===== src/rtl/sha256_pkg.sv =====
// sha-256 package: round constants, initial hash, helper functions and queue entry type
// used by all sha256 modules; no dependencies
package sha256_pkg;

    localparam int QueueDepth = 4;

    typedef struct packed {
        logic [7:0] data_byte;
        logic       byte_present;
        logic       end_of_message;
    } sha_item_t;

    function automatic logic [31:0] round_k(input logic [5:0] t);
        logic [31:0] k;
        case (t)
            6'd0: k = 32'h428a2f98; 6'd1: k = 32'h71374491; 6'd2: k = 32'hb5c0fbcf;
            6'd3: k = 32'he9b5dba5; 6'd4: k = 32'h3956c25b; 6'd5: k = 32'h59f111f1;
            6'd6: k = 32'h923f82a4; 6'd7: k = 32'hab1c5ed5; 6'd8: k = 32'hd807aa98;
            6'd9: k = 32'h12835b01; 6'd10: k = 32'h243185be; 6'd11: k = 32'h550c7dc3;
            6'd12: k = 32'h72be5d74; 6'd13: k = 32'h80deb1fe; 6'd14: k = 32'h9bdc06a7;
            6'd15: k = 32'hc19bf174; 6'd16: k = 32'he49b69c1; 6'd17: k = 32'hefbe4786;
            6'd18: k = 32'h0fc19dc6; 6'd19: k = 32'h240ca1cc; 6'd20: k = 32'h2de92c6f;
            6'd21: k = 32'h4a7484aa; 6'd22: k = 32'h5cb0a9dc; 6'd23: k = 32'h76f988da;
            6'd24: k = 32'h983e5152; 6'd25: k = 32'ha831c66d; 6'd26: k = 32'hb00327c8;
            6'd27: k = 32'hbf597fc7; 6'd28: k = 32'hc6e00bf3; 6'd29: k = 32'hd5a79147;
            6'd30: k = 32'h06ca6351; 6'd31: k = 32'h14292967; 6'd32: k = 32'h27b70a85;
            6'd33: k = 32'h2e1b2138; 6'd34: k = 32'h4d2c6dfc; 6'd35: k = 32'h53380d13;
            6'd36: k = 32'h650a7354; 6'd37: k = 32'h766a0abb; 6'd38: k = 32'h81c2c92e;
            6'd39: k = 32'h92722c85; 6'd40: k = 32'ha2bfe8a1; 6'd41: k = 32'ha81a664b;
            6'd42: k = 32'hc24b8b70; 6'd43: k = 32'hc76c51a3; 6'd44: k = 32'hd192e819;
            6'd45: k = 32'hd6990624; 6'd46: k = 32'hf40e3585; 6'd47: k = 32'h106aa070;
            6'd48: k = 32'h19a4c116; 6'd49: k = 32'h1e376c08; 6'd50: k = 32'h2748774c;
            6'd51: k = 32'h34b0bcb5; 6'd52: k = 32'h391c0cb3; 6'd53: k = 32'h4ed8aa4a;
            6'd54: k = 32'h5b9cca4f; 6'd55: k = 32'h682e6ff3; 6'd56: k = 32'h748f82ee;
            6'd57: k = 32'h78a5636f; 6'd58: k = 32'h84c87814; 6'd59: k = 32'h8cc70208;
            6'd60: k = 32'h90befffa; 6'd61: k = 32'ha4506ceb; 6'd62: k = 32'hbef9a3f7;
            default: k = 32'hc67178f2;
        endcase
        return k;
    endfunction

    function automatic logic [31:0] init_hash(input logic [2:0] i);
        logic [31:0] h;
        case (i)
            3'd0: h = 32'h6a09e667; 3'd1: h = 32'hbb67ae85;
            3'd2: h = 32'h3c6ef372; 3'd3: h = 32'ha54ff53a;
            3'd4: h = 32'h510e527f; 3'd5: h = 32'h9b05688c;
            3'd6: h = 32'h1f83d9ab;
            default: h = 32'h5be0cd19;
        endcase
        return h;
    endfunction

    function automatic logic [31:0] rotr(input logic [31:0] x, input int n);
        return (x >> n) | (x << (32 - n));
    endfunction

endpackage


===== src/rtl/sha256_message_digest.sv =====
// top level of the sha-256 streaming digest
// depends on sha256_pkg, sha256_queue, sha256_core
//
//  channel | dir | tdata                    | tuser         | tlast
//  s_axis  | in  | [7:0] data_byte          | byte_present  | end_of_message
//  m_axis  | out | [31:0] digest_word       | -             | last_word
//
// each byte is taken while the core is idle; a full block adds a 64-round compression and one add step
// a message end adds one or two pad loads, each followed by compression and add, then 8 output beats
// the queue keeps accepting input beats while the core compresses or outputs, until it is full
// reset is asynchronous, active low, and restores the initial hash
// the output holds each word until m_axis_tready is high
module sha256_message_digest
    import sha256_pkg::*;
#(
    parameter int QUEUE_DEPTH = QueueDepth
)
(
    input  logic        clk,
    input  logic        rst_n,
    input  logic        s_axis_tvalid,
    output logic        s_axis_tready,
    input  logic [7:0]  s_axis_tdata,   // data_byte
    input  logic        s_axis_tuser,   // byte_present
    input  logic        s_axis_tlast,
    output logic        m_axis_tvalid,
    input  logic        m_axis_tready,
    output logic [31:0] m_axis_tdata,   // digest_word
    output logic        m_axis_tlast
);
    sha_item_t in_item, q_item;
    logic      q_valid, q_ready;

    assign in_item = '{data_byte: s_axis_tdata, byte_present: s_axis_tuser,
                       end_of_message: s_axis_tlast};

    sha256_queue #(.DEPTH(QUEUE_DEPTH)) u_queue (
        .clk      (clk),
        .rst_n    (rst_n),
        .wr_valid (s_axis_tvalid),
        .wr_ready (s_axis_tready),
        .wr_item  (in_item),
        .rd_valid (q_valid),
        .rd_ready (q_ready),
        .rd_item  (q_item)
    );

    sha256_core u_core (
        .clk         (clk),
        .rst_n       (rst_n),
        .item_valid  (q_valid),
        .item_ready  (q_ready),
        .item        (q_item),
        .out_valid   (m_axis_tvalid),
        .out_ready   (m_axis_tready),
        .digest_word (m_axis_tdata),
        .last_word   (m_axis_tlast)
    );
endmodule


===== src/rtl/sha256_queue.sv =====
// short item queue between the front and back parts
// depends on sha256_pkg
module sha256_queue
    import sha256_pkg::*;
#(
    parameter int DEPTH = QueueDepth
)
(
    input  logic      clk,
    input  logic      rst_n,
    input  logic      wr_valid,
    output logic      wr_ready,
    input  sha_item_t wr_item,
    output logic      rd_valid,
    input  logic      rd_ready,
    output sha_item_t rd_item
);
    localparam int AW = (DEPTH > 1) ? $clog2(DEPTH) : 1;

    sha_item_t         mem_reg [DEPTH];
    logic [AW-1:0]     wp_reg, rp_reg;
    logic [AW:0]       cnt_reg;
    logic              wr_en, rd_en;

    assign wr_ready = (cnt_reg != (AW+1)'(DEPTH));
    assign rd_valid = (cnt_reg != '0);
    assign rd_item  = mem_reg[rp_reg];
    assign wr_en    = wr_valid && wr_ready;
    assign rd_en    = rd_valid && rd_ready;

    always_ff @(posedge clk)
    begin
        if (wr_en)
        begin
            mem_reg[wp_reg] <= wr_item;
        end
    end

    always_ff @(posedge clk or negedge rst_n)
    begin
        if (!rst_n)
        begin
            wp_reg  <= '0;
            rp_reg  <= '0;
            cnt_reg <= '0;
        end
        else
        begin
            if (wr_en)
            begin
                wp_reg <= (wp_reg == AW'(DEPTH - 1)) ? '0 : wp_reg + 1'b1;
            end
            if (rd_en)
            begin
                rp_reg <= (rp_reg == AW'(DEPTH - 1)) ? '0 : rp_reg + 1'b1;
            end
            cnt_reg <= cnt_reg + (AW+1)'(wr_en) - (AW+1)'(rd_en);
        end
    end

    assert property (@(posedge clk) disable iff (!rst_n)
        cnt_reg <= (AW+1)'(DEPTH))
        else $error("queue count overflow");
    assert property (@(posedge clk) disable iff (!rst_n)
        (cnt_reg == '0) && !wr_en |=> (cnt_reg == '0))
        else $error("queue count moved without write");
    assert property (@(posedge clk) disable iff (!rst_n)
        (cnt_reg == (AW+1)'(DEPTH)) && !rd_en |=> !wr_ready)
        else $error("full queue became ready");
endmodule


===== src/rtl/sha256_core.sv =====
// back part: block packing, padding, 64-round compression and digest output
// depends on sha256_pkg
module sha256_core
    import sha256_pkg::*;
(
    input  logic        clk,
    input  logic        rst_n,
    input  logic        item_valid,
    output logic        item_ready,
    input  sha_item_t   item,
    output logic        out_valid,
    input  logic        out_ready,
    output logic [31:0] digest_word,
    output logic        last_word
);
    localparam logic [2:0] ST_IDLE  = 3'd0;
    localparam logic [2:0] ST_ROUND = 3'd1;
    localparam logic [2:0] ST_ADD   = 3'd2;
    localparam logic [2:0] ST_PAD   = 3'd3;
    localparam logic [2:0] ST_OUT   = 3'd4;

    logic [2:0]  state_reg;
    logic [31:0] h_reg [8];
    logic [31:0] blk_reg [16];
    logic [31:0] w_reg [16];
    logic [31:0] v_reg [8];
    logic [5:0]  fill_reg;
    logic [63:0] bits_reg;
    logic [5:0]  t_reg;
    logic [2:0]  k_reg;
    logic        fin_reg;     // end pending after current compression
    logic        pad2_reg;    // second padding block pending
    logic        outv_reg;
    // set once a padding block has been loaded for the current message
    logic        pad_done_reg;

    logic [31:0] wt, g0, g1, t1, t2, s0, s1, ch, maj, x15, x2;

    always_comb
    begin
        x15 = w_reg[1];
        x2  = w_reg[14];
        g0  = rotr(x15, 7) ^ rotr(x15, 18) ^ (x15 >> 3);
        g1  = rotr(x2, 17) ^ rotr(x2, 19) ^ (x2 >> 10);
        wt  = w_reg[0];
        s1  = rotr(v_reg[4], 6) ^ rotr(v_reg[4], 11) ^ rotr(v_reg[4], 25);
        ch  = (v_reg[4] & v_reg[5]) ^ (~v_reg[4] & v_reg[6]);
        t1  = v_reg[7] + s1 + ch + round_k(t_reg) + wt;
        s0  = rotr(v_reg[0], 2) ^ rotr(v_reg[0], 13) ^ rotr(v_reg[0], 22);
        maj = (v_reg[0] & v_reg[1]) ^ (v_reg[0] & v_reg[2]) ^ (v_reg[1] & v_reg[2]);
        t2  = s0 + maj;
    end

    assign item_ready  = (state_reg == ST_IDLE);
    assign out_valid   = outv_reg;
    assign digest_word = h_reg[k_reg];
    assign last_word   = (k_reg == 3'd7);

    always_ff @(posedge clk)
    begin
        case (state_reg)
            ST_IDLE:
            begin
                if (item_valid && item.byte_present)
                begin
                    if (fill_reg[1:0] == 2'd0)
                    begin
                        blk_reg[fill_reg[5:2]] <= {item.data_byte, 24'd0};
                    end
                    else
                    begin
                        blk_reg[fill_reg[5:2]][(5'd3 - {3'd0, fill_reg[1:0]}) * 8 +: 8]
                            <= item.data_byte;
                    end
                end
                if (item_valid && item.byte_present && fill_reg == 6'd63)
                begin
                    for (int i = 0; i < 15; i++)
                    begin
                        w_reg[i] <= blk_reg[i];
                    end
                    w_reg[15] <= {blk_reg[15][31:8], item.data_byte};
                    for (int i = 0; i < 8; i++)
                    begin
                        v_reg[i] <= h_reg[i];
                    end
                end
            end
            ST_PAD:
            begin
                for (int i = 0; i < 16; i++)
                begin
                    if ((pad2_reg || fill_reg < 6'd56) && i == 14)
                    begin
                        w_reg[i] <= bits_reg[63:32];
                    end
                    else if ((pad2_reg || fill_reg < 6'd56) && i == 15)
                    begin
                        w_reg[i] <= bits_reg[31:0];
                    end
                    else if (pad2_reg)
                    begin
                        w_reg[i] <= '0;
                    end
                    else if (i == fill_reg[5:2])
                    begin
                        w_reg[i] <= (fill_reg[1:0] == 2'd0) ? 32'h8000_0000 :
                            (blk_reg[i] | (32'h80 << ((3 - fill_reg[1:0]) * 8)));
                    end
                    else if (i < fill_reg[5:2])
                    begin
                        w_reg[i] <= blk_reg[i];
                    end
                    else
                    begin
                        w_reg[i] <= '0;
                    end
                end
                for (int i = 0; i < 8; i++)
                begin
                    v_reg[i] <= h_reg[i];
                end
            end
            ST_ROUND:
            begin
                for (int i = 0; i < 15; i++)
                begin
                    w_reg[i] <= w_reg[i+1];
                end
                w_reg[15] <= w_reg[0] + g0 + w_reg[9] + g1;
                v_reg[7] <= v_reg[6];
                v_reg[6] <= v_reg[5];
                v_reg[5] <= v_reg[4];
                v_reg[4] <= v_reg[3] + t1;
                v_reg[3] <= v_reg[2];
                v_reg[2] <= v_reg[1];
                v_reg[1] <= v_reg[0];
                v_reg[0] <= t1 + t2;
            end
            default:
            begin
            end
        endcase
    end

    always_ff @(posedge clk or negedge rst_n)
    begin
        if (!rst_n)
        begin
            state_reg <= ST_IDLE;
            for (int i = 0; i < 8; i++)
            begin
                h_reg[i] <= init_hash(3'(i));
            end
            fill_reg <= '0;
            bits_reg <= '0;
            t_reg    <= '0;
            k_reg    <= '0;
            fin_reg  <= 1'b0;
            pad2_reg <= 1'b0;
            outv_reg <= 1'b0;
        end
        else
        begin
            case (state_reg)
                ST_IDLE:
                begin
                    if (item_valid)
                    begin
                        fin_reg <= item.end_of_message;
                        if (item.byte_present)
                        begin
                            fill_reg <= fill_reg + 6'd1;
                            bits_reg <= bits_reg + 64'd8;
                        end
                        t_reg <= '0;
                        if (item.byte_present && fill_reg == 6'd63)
                        begin
                            state_reg <= ST_ROUND;
                        end
                        else if (item.end_of_message)
                        begin
                            state_reg <= ST_PAD;
                        end
                    end
                end
                ST_PAD:
                begin
                    t_reg     <= '0;
                    state_reg <= ST_ROUND;
                end
                ST_ROUND:
                begin
                    t_reg <= t_reg + 6'd1;
                    if (t_reg == 6'd63)
                    begin
                        state_reg <= ST_ADD;
                    end
                end
                ST_ADD:
                begin
                    for (int i = 0; i < 8; i++)
                    begin
                        h_reg[i] <= h_reg[i] + v_reg[i];
                    end
                    // decide next step: back to idle mid-message, or the next step of the message end sequence
                    if (!fin_reg)
                    begin
                        state_reg <= ST_IDLE;
                    end
                    else if (!pad_done_reg)
                    begin
                        state_reg <= ST_PAD;
                    end
                    else if (pad2_reg || fill_reg < 6'd56)
                    begin
                        state_reg <= ST_OUT;
                        k_reg     <= '0;
                        outv_reg  <= 1'b1;
                    end
                    else
                    begin
                        pad2_reg  <= 1'b1;
                        state_reg <= ST_PAD;
                    end
                end
                ST_OUT:
                begin
                    if (out_ready)
                    begin
                        k_reg <= k_reg + 3'd1;
                        if (k_reg == 3'd7)
                        begin
                            outv_reg  <= 1'b0;
                            state_reg <= ST_IDLE;
                            fin_reg   <= 1'b0;
                            pad2_reg  <= 1'b0;
                            fill_reg  <= '0;
                            bits_reg  <= '0;
                            for (int i = 0; i < 8; i++)
                            begin
                                h_reg[i] <= init_hash(3'(i));
                            end
                        end
                    end
                end
                default:
                begin
                    state_reg <= ST_IDLE;
                end
            endcase
        end
    end

    always_ff @(posedge clk or negedge rst_n)
    begin
        if (!rst_n)
        begin
            pad_done_reg <= 1'b0;
        end
        else if (state_reg == ST_PAD)
        begin
            pad_done_reg <= 1'b1;
        end
        else if (state_reg == ST_ADD && fin_reg && !(pad2_reg || fill_reg < 6'd56)
                 && pad_done_reg)
        begin
            pad_done_reg <= 1'b0;
        end
        else if (state_reg == ST_OUT)
        begin
            pad_done_reg <= 1'b0;
        end
    end

    assert property (@(posedge clk) disable iff (!rst_n)
        out_valid |-> (state_reg == ST_OUT))
        else $error("digest shown outside output phase");
    assert property (@(posedge clk) disable iff (!rst_n)
        (state_reg == ST_ROUND) && (t_reg == 6'd63) |=> (state_reg == ST_ADD))
        else $error("round count did not end compression");
    assert property (@(posedge clk) disable iff (!rst_n)
        out_valid && out_ready && last_word |=> !out_valid && (fill_reg == '0))
        else $error("message state not cleared after digest");
endmodule


===== config.mk =====
export PLATFORM = sky130hd
export DESIGN_NAME = sha256_message_digest
export DESIGN_NICKNAME = d
export VERILOG_FILES = /design/src/rtl/sha256_pkg.sv /design/src/rtl/sha256_message_digest.sv /design/src/rtl/sha256_queue.sv /design/src/rtl/sha256_core.sv
export SDC_FILE = /design/constraint.sdc
export NUM_CORES = 2
export LEC_CHECK = 0
export BUFFER_PORTS_ARGS = -buffer_cell sky130_fd_sc_hd__buf_2
export CAP_MARGIN = 0
export CORE_MARGIN = 5
export CORE_UTILIZATION = 30
export CTS_CLUSTER_SIZE = 8
export DETAILED_ROUTE_END_ITERATION = 12
export MAX_ROUTING_LAYER = met4
export PLACE_DENSITY = 0.54
export SLEW_MARGIN = 20
export SYNTH_ARGS = -nofsm -noshare
export SYNTH_HDL_FRONTEND = slang
export SYNTH_SLANG_ARGS = --single-unit

===== constraint.sdc =====
create_clock -name clk -period 8.9 [get_ports clk]
set_clock_uncertainty 0.15 [all_clocks]
set_input_delay 1.78 -clock clk [delete_from_list [all_inputs] [get_ports clk]]
set_output_delay 1.78 -clock clk [all_outputs]
set_load 0.1 [all_outputs]

==> out/results.ini <==
[timing]
fin_crit_sh = 0.962
max_clock_freq_ghz = 0.117
slew_viol_final = 0
setup_violations = 0
fin_setup_tns_ns = 0
worst_slew_pin_slew_ns = 1.20
rsz0062_at_grt = no
finalCriticalPeriod_ns = 8.57
timing.slew.headroom = 0.201
hold_viol = 0
hold_ws_ns = 0.346

[setup_path]
critPathMostFrequentCell = buf_4
slowest_stage = fa_1
end_kind = register
max_stage_delay_ns = 0.49
criticalPathCategory = register to register
arrival_ns = 8.96
rrSetupSlack_ns = 0.33
cp-start-kind = register
critPathRequiredTime_ns = 9.29
crit_fanout = 8

[die]
die_w_um = 569
ios = 49
die_height_um = 569
start_util = 0.301
die-area_um2 = 323000
core.rowCount = 205
core_um2 = 311000

[global_routing]
grt_pass1_wl_um = 488000
grt_util_met1 = 0.276
grt_pass1_vias = 68452
busiest_layer = met2
grtUsageMet3 = 0.0262
grt_util_all_layers = 0.208
grt_max_degree = 201
use_met2 = 0.334
grt-ovfl-total = 0
antenna_found_initial = 16

[route]
firstDrtPassIters = 7
avgRoutedWirePerCell_um = 26.2
drt_iter0_drc = 7110
totalWireLength_um = 338000
drc = 0
ant_nets = 0
via_per_inst = 5.39
vias = 69601

[clocking]
cts_hold_buf = 0
clk_pin_slew_ns = 0.06
h-tree-depth = 4
root_buffer = clkbuf_16
clkSinkCount = 1666
numCtsBuffers = 236
cts_buffer_depth = 4
clk_latency_ns = 0.91
cts_tree = built

[job]
max-cap-violations = 0

[logic_synthesis]
yosys.area_share.adder = 0.0984
ys_seq_elements = 1666
synth_cell_types = 93
synth-simple-area-share = 0.104
synthCells = 8383
syn_nets = 8998
synth_edf_count = 1320
synth_area_um2 = 93600
yosysWarnings = 0
postSynth.asyncResetShare = 0.208
synth-main-ff-cell = edfxtp_1
ys_seq_area_frac = 0.518
synth_compound_area_frac = 0.159
synth_xor_area_frac = 0.0585
synth.avg_cell_area_um2 = 11.2
synthMuxAreaShare = 0.0277
synth_top_family_by_area = compound AO/OA/AOI/OAI gates

[min_path]
hold_class = register to register

[place]
gp_congestion = 0.950
place_hpwl_um = 241000
io_buffers = 48
post_dp_cell_area_um2 = 101000

[run_status]
status = complete, no violations

[final_layout]
most-common-layout-cells = edfxtp_1 (1,320), nand2_1 (1,087), nor2_1 (531)
drive_above_1_share = 0.126
fin_area_um2 = 108000
finalNetCount = 9251
layout_commonest_cell = edfxtp_1
post-route-util = 0.346
area_growth_pct = 14.9

==> critical path: cells and delay by family (launching register included) <==
kind / cells / cell delay [ns]
fa+ha+maj: 8 / 2.96
compound gates: 13 / 2.45
buf+inv: 11 / 1.36
simple gates: 4 / 0.59
flops: 1 / 0.45
xor+xnor: 2 / 0.32
==> metal layers <==
metal | vias up | share of wire
li1 | 31061 | -
met1 | 35286 | 0.43
met2 | 2719 | 0.47
met3 | 535 | 0.064
met4 | 0 | 0.036
met5 | - | 0
==> cell type report <==
class,instances,area [um2]
flip-flops and latches,1666,48500
diodes,10,25.0
clock inverters,11,173
repair buffers,451,3530
clock buffers,347,6360
multi-input cells,5854,42300
well taps,4140,5180
fillers,30867,204000
inverters,427,1610
==> synth_stat cells (116+ instances only) <==
master | number | area [um2]
nand3_1 | 116 | 581
nor2_1 | 536 | 2010
inv_1 | 421 | 1580
o21ai_0 | 531 | 2660
ha_1 | 405 | 5070
a21o_1 | 180 | 1350
clkbuf_1 | 381 | 1430
a21oi_1 | 518 | 2590
fa_1 | 196 | 3920
xor2_1 | 291 | 2550
a22o_1 | 385 | 3370
xnor2_1 | 334 | 2930
edfxtp_1 | 1320 | 39600
dfstp_2 | 136 | 3570
nand2_1 | 1095 | 4110
dfrtp_1 | 210 | 5260
==> what timing repair did <==
action	CTS	global route
hold endpoints to repair	0	0
gates resized for setup	4	40
buffers inserted	0	1
pin swaps	1	7
endpoints found under the setup margin	10	21
==> worst paths after layout <==
check,depth (start not counted),startpoint,end
min in group asynchronous,1,rst_n,u_core.h_reg[198]$_DFFE_PN0P_
min reg2reg,2,u_core.h_reg[95]$_DFFE_PN1P_,u_core.h_reg[95]$_DFFE_PN1P_
max in group asynchronous,2,rst_n,u_core.t_reg[2]$_DFFE_PN0P_
min,2,u_core.h_reg[95]$_DFFE_PN1P_,u_core.h_reg[95]$_DFFE_PN1P_
max,38,u_core.t_reg[1]$_DFFE_PN0P_,u_core.v_reg[0][31]$_DFFE_PP_
max reg2reg,38,u_core.t_reg[1]$_DFFE_PN0P_,u_core.v_reg[0][31]$_DFFE_PP_
==> metrics by stage <==
step | cells | worst slack, ns
after floorplan | 8383 | 0.204
after global placement | 12537 | -0.545
after detailed placement | 12537 | -0.419
after CTS | 12895 | 0.0216
after global routing | 12902 | 0.00139
final | 12906 | 0.335
==> cells by family (layout without fill, tap and decap cells) <==
kind of cell | Yosys count | after routing
AOI/OAI and AO/OA | 2219 | 2219
xor gates and xnor gates | 625 | 625
adders and majority gates | 623 | 623
buffers and inverters | 863 | 1236
DFF | 1666 | 1666
muxes | 154 | 154
other | 0 | 10
and+or+nand+nor | 2233 | 2233
Power is not shown: default switching activity piles up to over one toggle a cycle in this logic, so the estimate is an artifact.
